[src/hw/rtl/dtrm_pkg.sv]
// shared types, constants and helpers for the decimal text statistics block
`default_nettype none

package dtrm_pkg;

	localparam int FRAC_BITS_DEF       = 16;
	localparam int VALUE_WIDTH_DEF     = 32;
	localparam int COUNT_WIDTH_DEF     = 24;
	localparam int MAX_FRAC_DIGITS_DEF = 6;

	localparam int KW_LEN = 9;

	localparam logic [7:0] CH_ZERO  = 8'h30;
	localparam logic [7:0] CH_NINE  = 8'h39;
	localparam logic [7:0] CH_POINT = 8'h2e;
	localparam logic [7:0] CH_MINUS = 8'h2d;

	localparam logic [3:0] POS_MAX = 4'd15;

	localparam logic [1:0] STATUS_OK    = 2'd0;
	localparam logic [1:0] STATUS_EMPTY = 2'd1;
	localparam logic [1:0] STATUS_BAD   = 2'd2;

	// what the last character of a token asks for
	typedef enum logic [1:0] {
		EV_NONE  = 2'd0,
		EV_STATS = 2'd1,
		EV_EMPTY = 2'd2,
		EV_BAD   = 2'd3
	} event_kind_t;

	typedef struct packed {
		logic step;
		logic start_div;
		logic finish;
	} ctrl_cmd_t;

	typedef struct packed {
		event_kind_t ev;
		logic        div_busy;
	} ctrl_stat_t;

	// letters of the word calculate by position
	function automatic logic [7:0] kw_char(input logic [3:0] pos);
		logic [7:0] c;
		unique case (pos)
			4'd0:    c = 8'h63;
			4'd1:    c = 8'h61;
			4'd2:    c = 8'h6c;
			4'd3:    c = 8'h63;
			4'd4:    c = 8'h75;
			4'd5:    c = 8'h6c;
			4'd6:    c = 8'h61;
			4'd7:    c = 8'h74;
			4'd8:    c = 8'h65;
			default: c = 8'h00;
		endcase
		return c;
	endfunction

endpackage

`default_nettype wire

[src/hw/rtl/dtrm_text_if.sv]
// character channel: one ascii character per beat with end-of-token mark
`default_nettype none

interface dtrm_text_if;
	logic       valid;
	logic       ready;
	logic [7:0] character;
	logic       token_end;

	modport source(output valid, output character, output token_end, input ready);
	modport sink(input valid, input character, input token_end, output ready);
endinterface

`default_nettype wire

[src/hw/rtl/dtrm_result_if.sv]
// result channel: status with maximum, minimum and mean per beat
`default_nettype none

interface dtrm_result_if #(
	parameter int VALUE_WIDTH = dtrm_pkg::VALUE_WIDTH_DEF
);
	logic                          valid;
	logic                          ready;
	logic [1:0]                    status;
	logic signed [VALUE_WIDTH-1:0] maximum;
	logic signed [VALUE_WIDTH-1:0] minimum;
	logic signed [VALUE_WIDTH-1:0] mean;

	modport source(output valid, output status, output maximum, output minimum,
		output mean, input ready);
	modport sink(input valid, input status, input maximum, input minimum,
		input mean, output ready);
endinterface

`default_nettype wire

[src/hw/rtl/dtrm_divider.sv]
// bit-serial restoring divider for the mean, truncates toward zero
`default_nettype none

module dtrm_divider #(
	parameter int VALUE_WIDTH = dtrm_pkg::VALUE_WIDTH_DEF,
	parameter int COUNT_WIDTH = dtrm_pkg::COUNT_WIDTH_DEF
) (
	input  wire logic                          clk,
	input  wire logic                          arst_n,
	input  wire logic                          start,
	input  wire logic [VALUE_WIDTH+COUNT_WIDTH-1:0] sum,
	input  wire logic [COUNT_WIDTH-1:0]        count,
	output logic                               busy,
	output logic [VALUE_WIDTH-1:0]             mean
);
	import dtrm_pkg::*;

	localparam int SUM_W = VALUE_WIDTH + COUNT_WIDTH;
	localparam int CNT_W = $clog2(SUM_W + 1);

	logic [SUM_W-1:0]       quo_q;
	logic [COUNT_WIDTH-1:0] rem_q;
	logic [COUNT_WIDTH-1:0] div_q;
	logic                   neg_q;
	logic [CNT_W-1:0]       cnt_q;

	logic [COUNT_WIDTH:0]   trial;
	logic                   ge;
	logic [COUNT_WIDTH:0]   diff;
	logic [SUM_W-1:0]       abs_sum;

	assign abs_sum = sum[SUM_W-1] ? (~sum + SUM_W'(1)) : sum;
	assign trial   = {rem_q, quo_q[SUM_W-1]};
	assign ge      = trial >= {1'b0, div_q};
	assign diff    = trial - {1'b0, div_q};
	assign busy    = cnt_q != '0;

	always_ff @(posedge clk or negedge arst_n) begin
		if (!arst_n) begin
			cnt_q <= '0;
		end else if (start) begin
			cnt_q <= CNT_W'(SUM_W);
		end else if (busy) begin
			cnt_q <= cnt_q - CNT_W'(1);
		end
	end

	always_ff @(posedge clk) begin
		if (start) begin
			quo_q <= abs_sum;
			rem_q <= '0;
			div_q <= count;
			neg_q <= sum[SUM_W-1];
		end else if (busy) begin
			quo_q <= {quo_q[SUM_W-2:0], ge};
			rem_q <= ge ? diff[COUNT_WIDTH-1:0] : trial[COUNT_WIDTH-1:0];
		end
	end

	assign mean = neg_q ? (~quo_q[VALUE_WIDTH-1:0] + VALUE_WIDTH'(1))
		: quo_q[VALUE_WIDTH-1:0];

endmodule

`default_nettype wire

[src/hw/rtl/dtrm_datapath.sv]
// token parser, running statistics and result register
`default_nettype none

module dtrm_datapath #(
	parameter int FRAC_BITS       = dtrm_pkg::FRAC_BITS_DEF,
	parameter int VALUE_WIDTH     = dtrm_pkg::VALUE_WIDTH_DEF,
	parameter int COUNT_WIDTH     = dtrm_pkg::COUNT_WIDTH_DEF,
	parameter int MAX_FRAC_DIGITS = dtrm_pkg::MAX_FRAC_DIGITS_DEF
) (
	input  wire logic                               clk,
	input  wire logic                               arst_n,
	input  wire logic [7:0]                         character,
	input  wire logic                               token_end,
	input  wire dtrm_pkg::ctrl_cmd_t                cmd,
	output dtrm_pkg::event_kind_t                   ev,
	output logic [VALUE_WIDTH+COUNT_WIDTH-1:0]      sum,
	output logic [COUNT_WIDTH-1:0]                  count,
	input  wire logic [VALUE_WIDTH-1:0]             div_mean,
	output logic [1:0]                              result_status,
	output logic signed [VALUE_WIDTH-1:0]           result_maximum,
	output logic signed [VALUE_WIDTH-1:0]           result_minimum,
	output logic signed [VALUE_WIDTH-1:0]           result_mean
);
	import dtrm_pkg::*;

	localparam int MAG_W    = VALUE_WIDTH - 1;
	localparam int SUM_W    = VALUE_WIDTH + COUNT_WIDTH;
	localparam int FD_W     = $clog2(MAX_FRAC_DIGITS + 1);
	localparam int FD_DEPTH = 1 << FD_W;
	localparam int EXT_W    = VALUE_WIDTH + FRAC_BITS + 4;
	localparam logic [MAG_W-1:0] MAG_MAX = '1;
	localparam logic [SUM_W-1:0] SUM_MAX = {1'b0, {(SUM_W-1){1'b1}}};
	localparam logic [SUM_W-1:0] SUM_MIN = {1'b1, {(SUM_W-1){1'b0}}};

	// rounded weight of fraction digit d at place k+1
	logic [FRAC_BITS-1:0] frac_tab [FD_DEPTH][16];

	for (genvar k = 0; k < FD_DEPTH; k++) begin : g_place
		localparam longint unsigned TEN = 64'd10 ** (k + 1);
		for (genvar d = 0; d < 16; d++) begin : g_digit
			localparam longint unsigned W = (k < MAX_FRAC_DIGITS && d < 10)
				? ((64'(d) << (FRAC_BITS + 1)) + TEN) / (2 * TEN) : 64'd0;
			assign frac_tab[k][d] = W[FRAC_BITS-1:0];
		end
	end

	// token state
	logic [MAG_W-1:0] mag_q;
	logic             point_q;
	logic             neg_q;
	logic [FD_W-1:0]  fd_q;
	logic [3:0]       pos_q;
	logic             kw_q;
	logic             bad_q;

	// number pipeline
	logic                          num_valid_s1;
	logic [MAG_W-1:0]              mag_s1;
	logic                          neg_s1;
	logic                          num_valid_s2;
	logic signed [VALUE_WIDTH-1:0] v_s2;

	// running statistics
	logic signed [VALUE_WIDTH-1:0] max_q;
	logic signed [VALUE_WIDTH-1:0] min_q;
	logic [SUM_W-1:0]              sum_q;
	logic [COUNT_WIDTH-1:0]        count_q;

	logic             is_digit;
	logic [3:0]       digit;
	logic [EXT_W-1:0] mul10;
	logic [EXT_W-1:0] frac_add;
	logic [MAG_W-1:0] int_sat;
	logic [MAG_W-1:0] frac_sat;
	logic [MAG_W-1:0] mag_n;
	logic             point_n;
	logic             neg_n;
	logic [FD_W-1:0]  fd_n;
	logic             bad_n;
	logic             kw_n;
	logic             number_fire;
	logic             stats_clear;
	logic [SUM_W:0]   sum_wide;
	logic [SUM_W-1:0] sum_add;

	assign is_digit = character >= CH_ZERO && character <= CH_NINE;
	assign digit    = character[3:0];
	assign kw_n     = kw_q && (pos_q < 4'(KW_LEN)) && (character == kw_char(pos_q));

	assign mul10 = (EXT_W'(mag_q) << 3) + (EXT_W'(mag_q) << 1)
		+ (EXT_W'(digit) << FRAC_BITS);
	assign frac_add = EXT_W'(mag_q) + EXT_W'(frac_tab[fd_q][digit]);
	assign int_sat  = (mul10 > EXT_W'(MAG_MAX)) ? MAG_MAX : mul10[MAG_W-1:0];
	assign frac_sat = (frac_add > EXT_W'(MAG_MAX)) ? MAG_MAX : frac_add[MAG_W-1:0];

	always_comb begin
		mag_n   = mag_q;
		point_n = point_q;
		neg_n   = neg_q;
		fd_n    = fd_q;
		bad_n   = bad_q;
		if (!bad_q) begin
			priority if (is_digit) begin
				if (!point_q) begin
					mag_n = int_sat;
				end else if (fd_q < FD_W'(MAX_FRAC_DIGITS)) begin
					mag_n = frac_sat;
					fd_n  = fd_q + FD_W'(1);
				end
			end else if (character == CH_POINT && !point_q) begin
				point_n = 1'b1;
			end else if (pos_q == 4'd0 && character == CH_MINUS && !token_end) begin
				neg_n = 1'b1;
			end else begin
				bad_n = 1'b1;
			end
		end
	end

	always_comb begin
		ev = EV_NONE;
		if (token_end) begin
			priority if (kw_n && pos_q == 4'(KW_LEN - 1)) begin
				ev = (count_q == '0) ? EV_EMPTY : EV_STATS;
			end else if (bad_n) begin
				ev = EV_BAD;
			end else begin
				ev = EV_NONE;
			end
		end
	end

	assign number_fire = cmd.step && token_end && ev == EV_NONE;
	assign stats_clear = (cmd.step && (ev == EV_EMPTY || ev == EV_BAD)) || cmd.finish;

	always_ff @(posedge clk or negedge arst_n) begin
		if (!arst_n) begin
			mag_q   <= '0;
			point_q <= 1'b0;
			neg_q   <= 1'b0;
			fd_q    <= '0;
			pos_q   <= '0;
			kw_q    <= 1'b1;
			bad_q   <= 1'b0;
		end else if (cmd.step) begin
			if (token_end) begin
				mag_q   <= '0;
				point_q <= 1'b0;
				neg_q   <= 1'b0;
				fd_q    <= '0;
				pos_q   <= '0;
				kw_q    <= 1'b1;
				bad_q   <= 1'b0;
			end else begin
				mag_q   <= mag_n;
				point_q <= point_n;
				neg_q   <= neg_n;
				fd_q    <= fd_n;
				pos_q   <= (pos_q == POS_MAX) ? POS_MAX : pos_q + 4'd1;
				kw_q    <= kw_n;
				bad_q   <= bad_n;
			end
		end
	end

	// a clearing token drops numbers still in flight: they came before it
	always_ff @(posedge clk or negedge arst_n) begin
		if (!arst_n) begin
			num_valid_s1 <= 1'b0;
			num_valid_s2 <= 1'b0;
		end else begin
			num_valid_s1 <= number_fire;
			num_valid_s2 <= num_valid_s1 && !stats_clear;
		end
	end

	always_ff @(posedge clk) begin
		if (number_fire) begin
			mag_s1 <= mag_n;
			neg_s1 <= neg_n;
		end
		if (num_valid_s1) begin
			v_s2 <= neg_s1 ? -$signed({1'b0, mag_s1}) : $signed({1'b0, mag_s1});
		end
	end

	assign sum_wide = {sum_q[SUM_W-1], sum_q} + {{(COUNT_WIDTH+1){v_s2[VALUE_WIDTH-1]}}, v_s2};
	assign sum_add  = (sum_wide[SUM_W] != sum_wide[SUM_W-1])
		? (v_s2[VALUE_WIDTH-1] ? SUM_MIN : SUM_MAX) : sum_wide[SUM_W-1:0];

	always_ff @(posedge clk or negedge arst_n) begin
		if (!arst_n) begin
			max_q   <= '0;
			min_q   <= '0;
			sum_q   <= '0;
			count_q <= '0;
		end else if (stats_clear) begin
			max_q   <= '0;
			min_q   <= '0;
			sum_q   <= '0;
			count_q <= '0;
		end else if (num_valid_s2) begin
			if (count_q == '0) begin
				max_q <= v_s2;
				min_q <= v_s2;
				sum_q <= {{COUNT_WIDTH{v_s2[VALUE_WIDTH-1]}}, v_s2};
			end else begin
				if (v_s2 > max_q) begin
					max_q <= v_s2;
				end
				if (v_s2 < min_q) begin
					min_q <= v_s2;
				end
				sum_q <= sum_add;
			end
			if (!(&count_q)) begin
				count_q <= count_q + COUNT_WIDTH'(1);
			end
		end
	end

	assign sum   = sum_q;
	assign count = count_q;

	always_ff @(posedge clk) begin
		if (cmd.finish) begin
			result_status  <= STATUS_OK;
			result_maximum <= max_q;
			result_minimum <= min_q;
			result_mean    <= $signed(div_mean);
		end else if (cmd.step && (ev == EV_EMPTY || ev == EV_BAD)) begin
			result_status  <= (ev == EV_EMPTY) ? STATUS_EMPTY : STATUS_BAD;
			result_maximum <= '0;
			result_minimum <= '0;
			result_mean    <= '0;
		end
	end

endmodule

`default_nettype wire

[src/hw/rtl/dtrm_ctrl.sv]
// controller: handshakes, divider sequencing and result valid
`default_nettype none

module dtrm_ctrl (
	input  wire logic                 clk,
	input  wire logic                 arst_n,
	input  wire logic                 text_valid,
	output logic                      text_ready,
	output logic                      result_valid,
	input  wire logic                 result_ready,
	input  wire dtrm_pkg::ctrl_stat_t stat,
	output dtrm_pkg::ctrl_cmd_t       cmd
);
	import dtrm_pkg::*;

	typedef enum logic [1:0] {
		ST_IDLE = 2'b01,
		ST_DIV  = 2'b10
	} state_t;

	state_t state_q;
	state_t state_n;
	logic   valid_q;
	logic   slot_free;
	logic   accept;
	logic   load;

	assign slot_free  = !valid_q || result_ready;
	assign text_ready = (state_q == ST_IDLE) && slot_free;
	assign accept     = text_valid && text_ready;

	assign cmd.step      = accept;
	assign cmd.start_div = accept && stat.ev == EV_STATS;
	assign cmd.finish    = (state_q == ST_DIV) && !stat.div_busy && slot_free;

	assign load = (accept && (stat.ev == EV_EMPTY || stat.ev == EV_BAD)) || cmd.finish;

	always_comb begin
		state_n = state_q;
		unique case (state_q)
			ST_IDLE: begin
				if (cmd.start_div) begin
					state_n = ST_DIV;
				end
			end
			ST_DIV: begin
				if (cmd.finish) begin
					state_n = ST_IDLE;
				end
			end
			default: state_n = ST_IDLE;
		endcase
	end

	always_ff @(posedge clk or negedge arst_n) begin
		if (!arst_n) begin
			state_q <= ST_IDLE;
			valid_q <= 1'b0;
		end else begin
			state_q <= state_n;
			if (load) begin
				valid_q <= 1'b1;
			end else if (result_ready) begin
				valid_q <= 1'b0;
			end
		end
	end

	assign result_valid = valid_q;

endmodule

`default_nettype wire

[src/hw/rtl/decimal_text_running_min_max_mean.sv]
// Running max, min and mean over signed decimal numbers typed as ASCII text.
// Each character beat carries a token_end mark; a token is a number such as
// -12.375 or the word calculate. Numbers are converted to signed fixed point
// with FRAC_BITS fraction bits (Q16.16 by default), with saturation, and fold
// into the running statistics. calculate, or any invalid token, produces one
// result beat (status, maximum, minimum, mean) and clears the statistics.
// Throughput is one character per cycle while the channel is not stalled. A
// calculate token with numbers behind it stalls the character channel while
// the bit-serial divider forms the mean, one quotient bit per cycle. The
// result register is a single stage: a character is taken only while it is
// empty or being drained in the same cycle.
`default_nettype none

module decimal_text_running_min_max_mean #(
	parameter int FRAC_BITS       = dtrm_pkg::FRAC_BITS_DEF,
	parameter int VALUE_WIDTH     = dtrm_pkg::VALUE_WIDTH_DEF,
	parameter int COUNT_WIDTH     = dtrm_pkg::COUNT_WIDTH_DEF,
	parameter int MAX_FRAC_DIGITS = dtrm_pkg::MAX_FRAC_DIGITS_DEF
) (
	input  wire logic     clk,
	input  wire logic     arst_n,
	dtrm_text_if.sink     text,
	dtrm_result_if.source result
);
	import dtrm_pkg::*;

	localparam int SUM_W = VALUE_WIDTH + COUNT_WIDTH;

	ctrl_cmd_t              cmd;
	ctrl_stat_t             stat;
	event_kind_t            ev;
	logic                   div_busy;
	logic [SUM_W-1:0]       sum;
	logic [COUNT_WIDTH-1:0] count;
	logic [VALUE_WIDTH-1:0] div_mean;

	assign stat.ev       = ev;
	assign stat.div_busy = div_busy;

	dtrm_ctrl u_ctrl (
		.clk          (clk),
		.arst_n       (arst_n),
		.text_valid   (text.valid),
		.text_ready   (text.ready),
		.result_valid (result.valid),
		.result_ready (result.ready),
		.stat         (stat),
		.cmd          (cmd)
	);

	dtrm_datapath #(
		.FRAC_BITS       (FRAC_BITS),
		.VALUE_WIDTH     (VALUE_WIDTH),
		.COUNT_WIDTH     (COUNT_WIDTH),
		.MAX_FRAC_DIGITS (MAX_FRAC_DIGITS)
	) u_datapath (
		.clk            (clk),
		.arst_n         (arst_n),
		.character      (text.character),
		.token_end      (text.token_end),
		.cmd            (cmd),
		.ev             (ev),
		.sum            (sum),
		.count          (count),
		.div_mean       (div_mean),
		.result_status  (result.status),
		.result_maximum (result.maximum),
		.result_minimum (result.minimum),
		.result_mean    (result.mean)
	);

	dtrm_divider #(
		.VALUE_WIDTH (VALUE_WIDTH),
		.COUNT_WIDTH (COUNT_WIDTH)
	) u_divider (
		.clk    (clk),
		.arst_n (arst_n),
		.start  (cmd.start_div),
		.sum    (sum),
		.count  (count),
		.busy   (div_busy),
		.mean   (div_mean)
	);

	a_no_take_while_dividing: assert property (@(posedge clk) disable iff (!arst_n)
		div_busy |-> !text.ready)
		else $error("character taken while divider busy");

	a_div_starts: assert property (@(posedge clk) disable iff (!arst_n)
		cmd.start_div |=> div_busy)
		else $error("divider did not start");

	a_finish_after_div: assert property (@(posedge clk) disable iff (!arst_n)
		cmd.finish |-> !div_busy && (!result.valid || result.ready))
		else $error("result loaded before divider done or slot free");

	a_one_source: assert property (@(posedge clk) disable iff (!arst_n)
		!(cmd.finish && cmd.step))
		else $error("character taken while finishing mean");

endmodule

`default_nettype wire
[src/flat_wrapper.sv]
// flat-port wrapper written by rule: the top's interface ports become plain ports
module decimal_text_running_min_max_mean_flat import dtrm_pkg::*;
#(
	parameter int FRAC_BITS       = dtrm_pkg::FRAC_BITS_DEF,
	parameter int VALUE_WIDTH     = dtrm_pkg::VALUE_WIDTH_DEF,
	parameter int COUNT_WIDTH     = dtrm_pkg::COUNT_WIDTH_DEF,
	parameter int MAX_FRAC_DIGITS = dtrm_pkg::MAX_FRAC_DIGITS_DEF
)
  (clk, arst_n, text_valid, text_character, text_token_end, text_ready, result_valid, result_status, result_maximum, result_minimum, result_mean, result_ready);
  dtrm_text_if text_i ();
  dtrm_result_if #(.VALUE_WIDTH(VALUE_WIDTH)) result_i ();
  input  wire logic clk;
  input  wire logic arst_n;
  input wire logic [$bits(text_i.valid)-1:0] text_valid;
  input wire logic [$bits(text_i.character)-1:0] text_character;
  input wire logic [$bits(text_i.token_end)-1:0] text_token_end;
  output wire logic [$bits(text_i.ready)-1:0] text_ready;
  output wire logic [$bits(result_i.valid)-1:0] result_valid;
  output wire logic [$bits(result_i.status)-1:0] result_status;
  output wire logic [$bits(result_i.maximum)-1:0] result_maximum;
  output wire logic [$bits(result_i.minimum)-1:0] result_minimum;
  output wire logic [$bits(result_i.mean)-1:0] result_mean;
  input wire logic [$bits(result_i.ready)-1:0] result_ready;
  assign text_i.valid = text_valid;
  assign text_i.character = text_character;
  assign text_i.token_end = text_token_end;
  assign text_ready = text_i.ready;
  assign result_valid = result_i.valid;
  assign result_status = result_i.status;
  assign result_maximum = result_i.maximum;
  assign result_minimum = result_i.minimum;
  assign result_mean = result_i.mean;
  assign result_i.ready = result_ready;
  decimal_text_running_min_max_mean #(.FRAC_BITS(FRAC_BITS), .VALUE_WIDTH(VALUE_WIDTH), .COUNT_WIDTH(COUNT_WIDTH), .MAX_FRAC_DIGITS(MAX_FRAC_DIGITS)) u_core (.clk(clk), .arst_n(arst_n), .text(text_i), .result(result_i));
endmodule
[config.mk]
export PLATFORM = sky130hd
export DESIGN_NAME = decimal_text_running_min_max_mean_flat
export DESIGN_NICKNAME = d
export VERILOG_FILES = /design/src/hw/rtl/dtrm_pkg.sv /design/src/hw/rtl/dtrm_text_if.sv /design/src/hw/rtl/dtrm_result_if.sv /design/src/hw/rtl/dtrm_divider.sv /design/src/hw/rtl/dtrm_datapath.sv /design/src/hw/rtl/dtrm_ctrl.sv /design/src/hw/rtl/decimal_text_running_min_max_mean.sv /design/src/flat_wrapper.sv
export SDC_FILE = /design/constraint.sdc
export NUM_CORES = 1
export LEC_CHECK = 0
export BUFFER_PORTS_ARGS = -buffer_cell sky130_fd_sc_hd__buf_2
export CORE_ASPECT_RATIO = 0.6
export CORE_MARGIN = 10
export CORE_UTILIZATION = 40
export CTS_CLUSTER_DIAMETER = 50
export CTS_CLUSTER_SIZE = 25
export DETAILED_ROUTE_END_ITERATION = 16
export HOLD_SLACK_MARGIN = 0.15
export SETUP_SLACK_MARGIN = 0.15
export SLEW_MARGIN = 20
export SYNTH_ARGS = -nofsm -noshare
export SYNTH_HDL_FRONTEND = slang
export SYNTH_SLANG_ARGS = --single-unit
[constraint.sdc]
create_clock -name clk -period 12.41 [get_ports clk]
set_input_delay 0.6205 -clock clk [delete_from_list [all_inputs] [get_ports clk]]
set_output_delay 0.6205 -clock clk [all_outputs]
set_load 0.02 [all_outputs]
==> reports/results.md <==
### Critical path
- **cell chain of the critical path** clkinv_1, ha_1, nor2b_1, a31oi_1, a21oi_1, a21oi_1, o32ai_1, ha_1, o21a_1, o21a_1, nand3b_1, a311oi_1, o211ai_1, buf_4, o21ai_2, a21oi_1, o21ai_0, o21ai_0, o21ai_0
- **end of the worst register-to-register path** u_core.u_datapath.mag_s1[15]$_DFFE_PP_
- **worst setup path category** reg2reg
- **R2R depth** 19
- **Critical Path Slowest Stage Cell** sky130_fd_sc_hd__dfrtp_1
- **R2R Setup Slk** 6.56 ns
- **sum of buffers and inverters on the critical path** 2
- **data required time at the worst endpoint** 12.84 ns
- **data arrival time of the critical path** 6.28 ns
- **FF-to-FF Start** u_core.u_datapath.fd_q[2]$_DFFE_PN0P_
- **longest individual stage delay on the worst path** 1.01 ns
- **source of the critical timing path** u_core.u_datapath.fd_q[2]$_DFFE_PN0P_
- **Critical path destination** u_core.u_datapath.mag_s1[15]$_DFFE_PP_
- **element type at the critical path start** flip-flop
- **category of the worst setup path capture point** flip-flop
- **Worst path depth** 19
- **maximum fanout along the worst path** 31
- **kind of cell adding the most delay to the critical path** compound AO/OA/AOI/OAI gates

### Placed design
- **estimated wirelength of the detail-placed design** 67.1 mm
- **instance count after placement with tap cells included** 4402
- **number of I/O port buffers** 112
- **GPL Wtd Cong** 0.913

### Synth
- **ys flop type** sky130_fd_sc_hd__edfxtp_1
- **synthesized netlist net count** 3610
- **count of synthesis-stage warnings from yosys** 0
- **Synth async-reset ratio** 0.425
- **combined area of all synthesized cells** 0.0311 sq mm
- **number of enable flip-flop cells after synthesis** 241
- **portion of the post-synthesis area used by sequential elements** 0.408
- **Syn Area/Cell** 9.27 sq um
- **flip-flop and latch count after synthesis** 464
- **distinct cell type count after synthesis** 94
- **Syn Inst Count** 3356

### Cells and area
- **diodes inserted** 0
- **post-synthesis to final-layout area growth** 10.4%
- **Nets** 3647
- **leading cell types in the layout, fill and taps excluded** 323 x sky130_fd_sc_hd__nor2_1, 317 x sky130_fd_sc_hd__nand2_1, 309 x sky130_fd_sc_hd__o21ai_0
- **final non-filler cell total** 4479
- **final-layout fill cell count** 7550
- **most common library cell in the layout ignoring fill and taps** sky130_fd_sc_hd__nor2_1
- **proportion of layout cells with a drive suffix above 1** 0.0852

### Routing
- **total wire length after detailed routing** 91.4 mm
- **mean number of vias per cell** 5.72
- **first-iteration detailed-routing DRC count** 2635
- **WL/cell** 20.4 um
- **first drt pass iteration count** 5
- **DR DRC count** 0
- **vias after detailed routing** 25600
- **number of nets with antenna violations after detailed routing** 0

### Pwr
- **leak pwr** 14.6 nW
- **total power density per cell area** 130 mW/mm^2
- **net switching share of the total power** 0.342
- **Comb pwr share** 0.225
- **sequential fraction of design power** 0.443
- **Cell Int Power** 2.93 mW
- **net switching power** 1.52 mW
- **VDD IR-drop max** 0.0911 mV
- **portion of total power attributed to the clock network** 0.332

### Timing
- **slew at the pin closest to its max-slew limit** 1.06 ns
- **RSZ-0062 raised after global routing** false
- **clock skew after layout** 0.0479 ns
- **min cycle time layout** 5.85 ns
- **max-slew violation total from the final report** 0
- **number of setup violations in the final report** 0
- **final hold violations** 0
- **part of the cycle the worst path needs** 0.472
- **Setup TNS** 0 ns
- **fmax** 0.171 GHz
- **worst max-slew margin expressed relative to the limit** 0.295

### Clocking
- **number of buffers added for setup after CTS** 0
- **clock network latency to the later pin of the worst-skew pair** 0.62 ns
- **CTS Sinks** 464
- **CTS tree** built
- **H-tree levels** 2
- **Root Driver** sky130_fd_sc_hd__clkbuf_16
- **maximum clock path buffer count** 3
- **clock-pin slew on the worst setup and hold paths** 0.08 ns
- **cts bufs inserted** 41

### Floorplanning
- **Chip Width** 380 um
- **number of placed I/O pins** 113
- **die footprint** 0.0897 sq mm
- **die boundary height** 236 um
- **starting density of the core** 0.402
- **row count** 79
- **area of the core region** 0.0773 sq mm

### Status
- **status** finished, final reports clean

### Global routing
- **GRT Total Usage** 0.197
- **overflow left after global routing** 0
- **antenna violations before repair** 0
- **global-route wire length before repair** 143 mm
- **via count of the first global-routing pass** 23400
- **largest net degree at the start of global routing** 115

### Job
- **max-cap viol count** 0

### Hold path
- **Min-Delay Path Class** in2reg
- **instance count along the most critical hold path** 2

==> per-layer routing <==
metal | part of all wire | vias to the layer above | global-route usage
met5 | 0 | - | 0
met4 | 0.011 | 0 | 0.0308
met3 | 0.096 | 79 | 0.0483
met2 | 0.36 | 931 | 0.240
met1 | 0.54 | 12200 | 0.331
li1 | - | 12400 | -
==> Yosys cell counts, types with 49 or more instances <==
library cell / count / area [sq um]
sky130_fd_sc_hd__a21o_1: 92 / 691
sky130_fd_sc_hd__a21oi_1: 216 / 1080
sky130_fd_sc_hd__clkbuf_1: 131 / 492
sky130_fd_sc_hd__dfrtp_1: 195 / 4880
sky130_fd_sc_hd__edfxtp_1: 241 / 7240
sky130_fd_sc_hd__ha_1: 233 / 2920
sky130_fd_sc_hd__inv_1: 149 / 559
sky130_fd_sc_hd__mux2i_1: 49 / 490
sky130_fd_sc_hd__nand2_1: 318 / 1190
sky130_fd_sc_hd__nor2_1: 325 / 1220
sky130_fd_sc_hd__nor3_1: 52 / 260
sky130_fd_sc_hd__o21ai_0: 309 / 1550
sky130_fd_sc_hd__o31ai_1: 49 / 368
sky130_fd_sc_hd__xnor2_1: 111 / 972
sky130_fd_sc_hd__xor2_1: 136 / 1190
==> worst register-to-register path, delay by kind of cell, from the launching register on <==
family,cells,cell delay (ns)
AOI/OAI and AO/OA,13,2.91
DFF,1,1.01
adders and majority gates,2,0.78
buffers and inverters,2,0.77
and+or+nand+nor,2,0.24
==> state kept, by name, indices dropped and copies added (netlist names), 2 cells and up <==
name and cells:
u_core.u_datapath.sum 56, u_core.u_divider.quo_q 56, u_core.u_datapath.max_q 32, u_core.u_datapath.min_q 32, u_core.u_datapath.result_maximum 32, u_core.u_datapath.result_mean 32
u_core.u_datapath.result_minimum 32, u_core.u_datapath.v_s2 32, u_core.u_datapath.mag_q 31, u_core.u_datapath.mag_s1 31, u_core.u_datapath.count 24, u_core.u_divider.div_q 24
u_core.u_divider.rem_q 24, u_core.u_divider.cnt_q 6, u_core.u_datapath.pos_q 4, u_core.u_datapath.fd_q 3, u_core.u_ctrl.state_q 2, u_core.u_datapath.result_status 2
==> cell type report <==
cell class                 count  area [sq um]  area share
clock buffer                  47          1110      0.0324
multi-input combinational   2579         17300       0.503
sequential                   464         12700       0.370
clock inverter                29           459      0.0134
timing repair buffer         154           896      0.0261
tap                         1053          1320      0.0384
inverter                     153           579      0.0169
==> stage by stage <==
step / worst slack (ns) / total power, mW / hold slack, ns / utilization / cell area, sq um
after floorplan: 6.96 / 2.71 / 0.325 / - / 31100
after global placement: 6.72 / 2.98 / 0.439 / 0.423 / 32700
after detailed placement: 6.74 / 2.99 / 0.447 / 0.424 / 32700
after CTS: 6.73 / 4.47 / 0.418 / 0.444 / 34300
after global routing: 6.10 / 4.70 / 0.468 / 0.444 / 34300
final: 6.56 / 4.45 / 0.452 / 0.444 / 34300
==> timing repair <==
item | in CTS | in global routing
hold buffers | 1 | 0
resized for setup | 0 | 0
endpoints found under the hold margin | 82 | 0
==> power by group through the flow <==
stage / logic [mW] / clock network (mW) / registers, mW
detailed placement: 0.987 / 0 / 2.00
floorplan: 0.756 / 0 / 1.95
global route: 1.13 / 1.58 / 1.99
CTS: 0.992 / 1.51 / 1.97
global placement: 0.986 / 0 / 2.00
finish: 1.00 / 1.48 / 1.97
==> worst min path at each step <==
| stage | end | from | slack (ns) |
|---|---|---|---|
| after floorplan | u_core.u_ctrl.result_valid$_DFFE_PN0P_ | arst_n | 0.32 |
| after global placement | u_core.u_datapath.result_status[0]$_SDFFE_PP0P_ | u_core.u_datapath.result_status[0]$_SDFFE_PP0P_ | 0.44 |
| after detailed placement | u_core.u_datapath.result_status[0]$_SDFFE_PP0P_ | u_core.u_datapath.result_status[0]$_SDFFE_PP0P_ | 0.45 |
| after CTS | u_core.u_datapath.fd_q[0]$_DFFE_PN0P_ | text_token_end | 0.42 |
| after global routing | u_core.u_datapath.point_q$_DFFE_PN0P_ | text_token_end | 0.47 |
| final | u_core.u_datapath.fd_q[0]$_DFFE_PN0P_ | text_token_end | 0.45 |
==> kinds of logic (layout without fill, tap and decap cells) <==
group | Yosys count | in the layout | synth area share
flops | 464 | 464 | 0.408
mux | 56 | 56 | 0.0183
fa+ha+maj | 242 | 242 | 0.0992
buf+inv | 313 | 383 | 0.0387
xor+xnor | 248 | 248 | 0.0705
compound gates | 1025 | 1025 | 0.214
simple gates | 1008 | 1008 | 0.152
No activity file was read; power rests on OpenSTA's default activity.
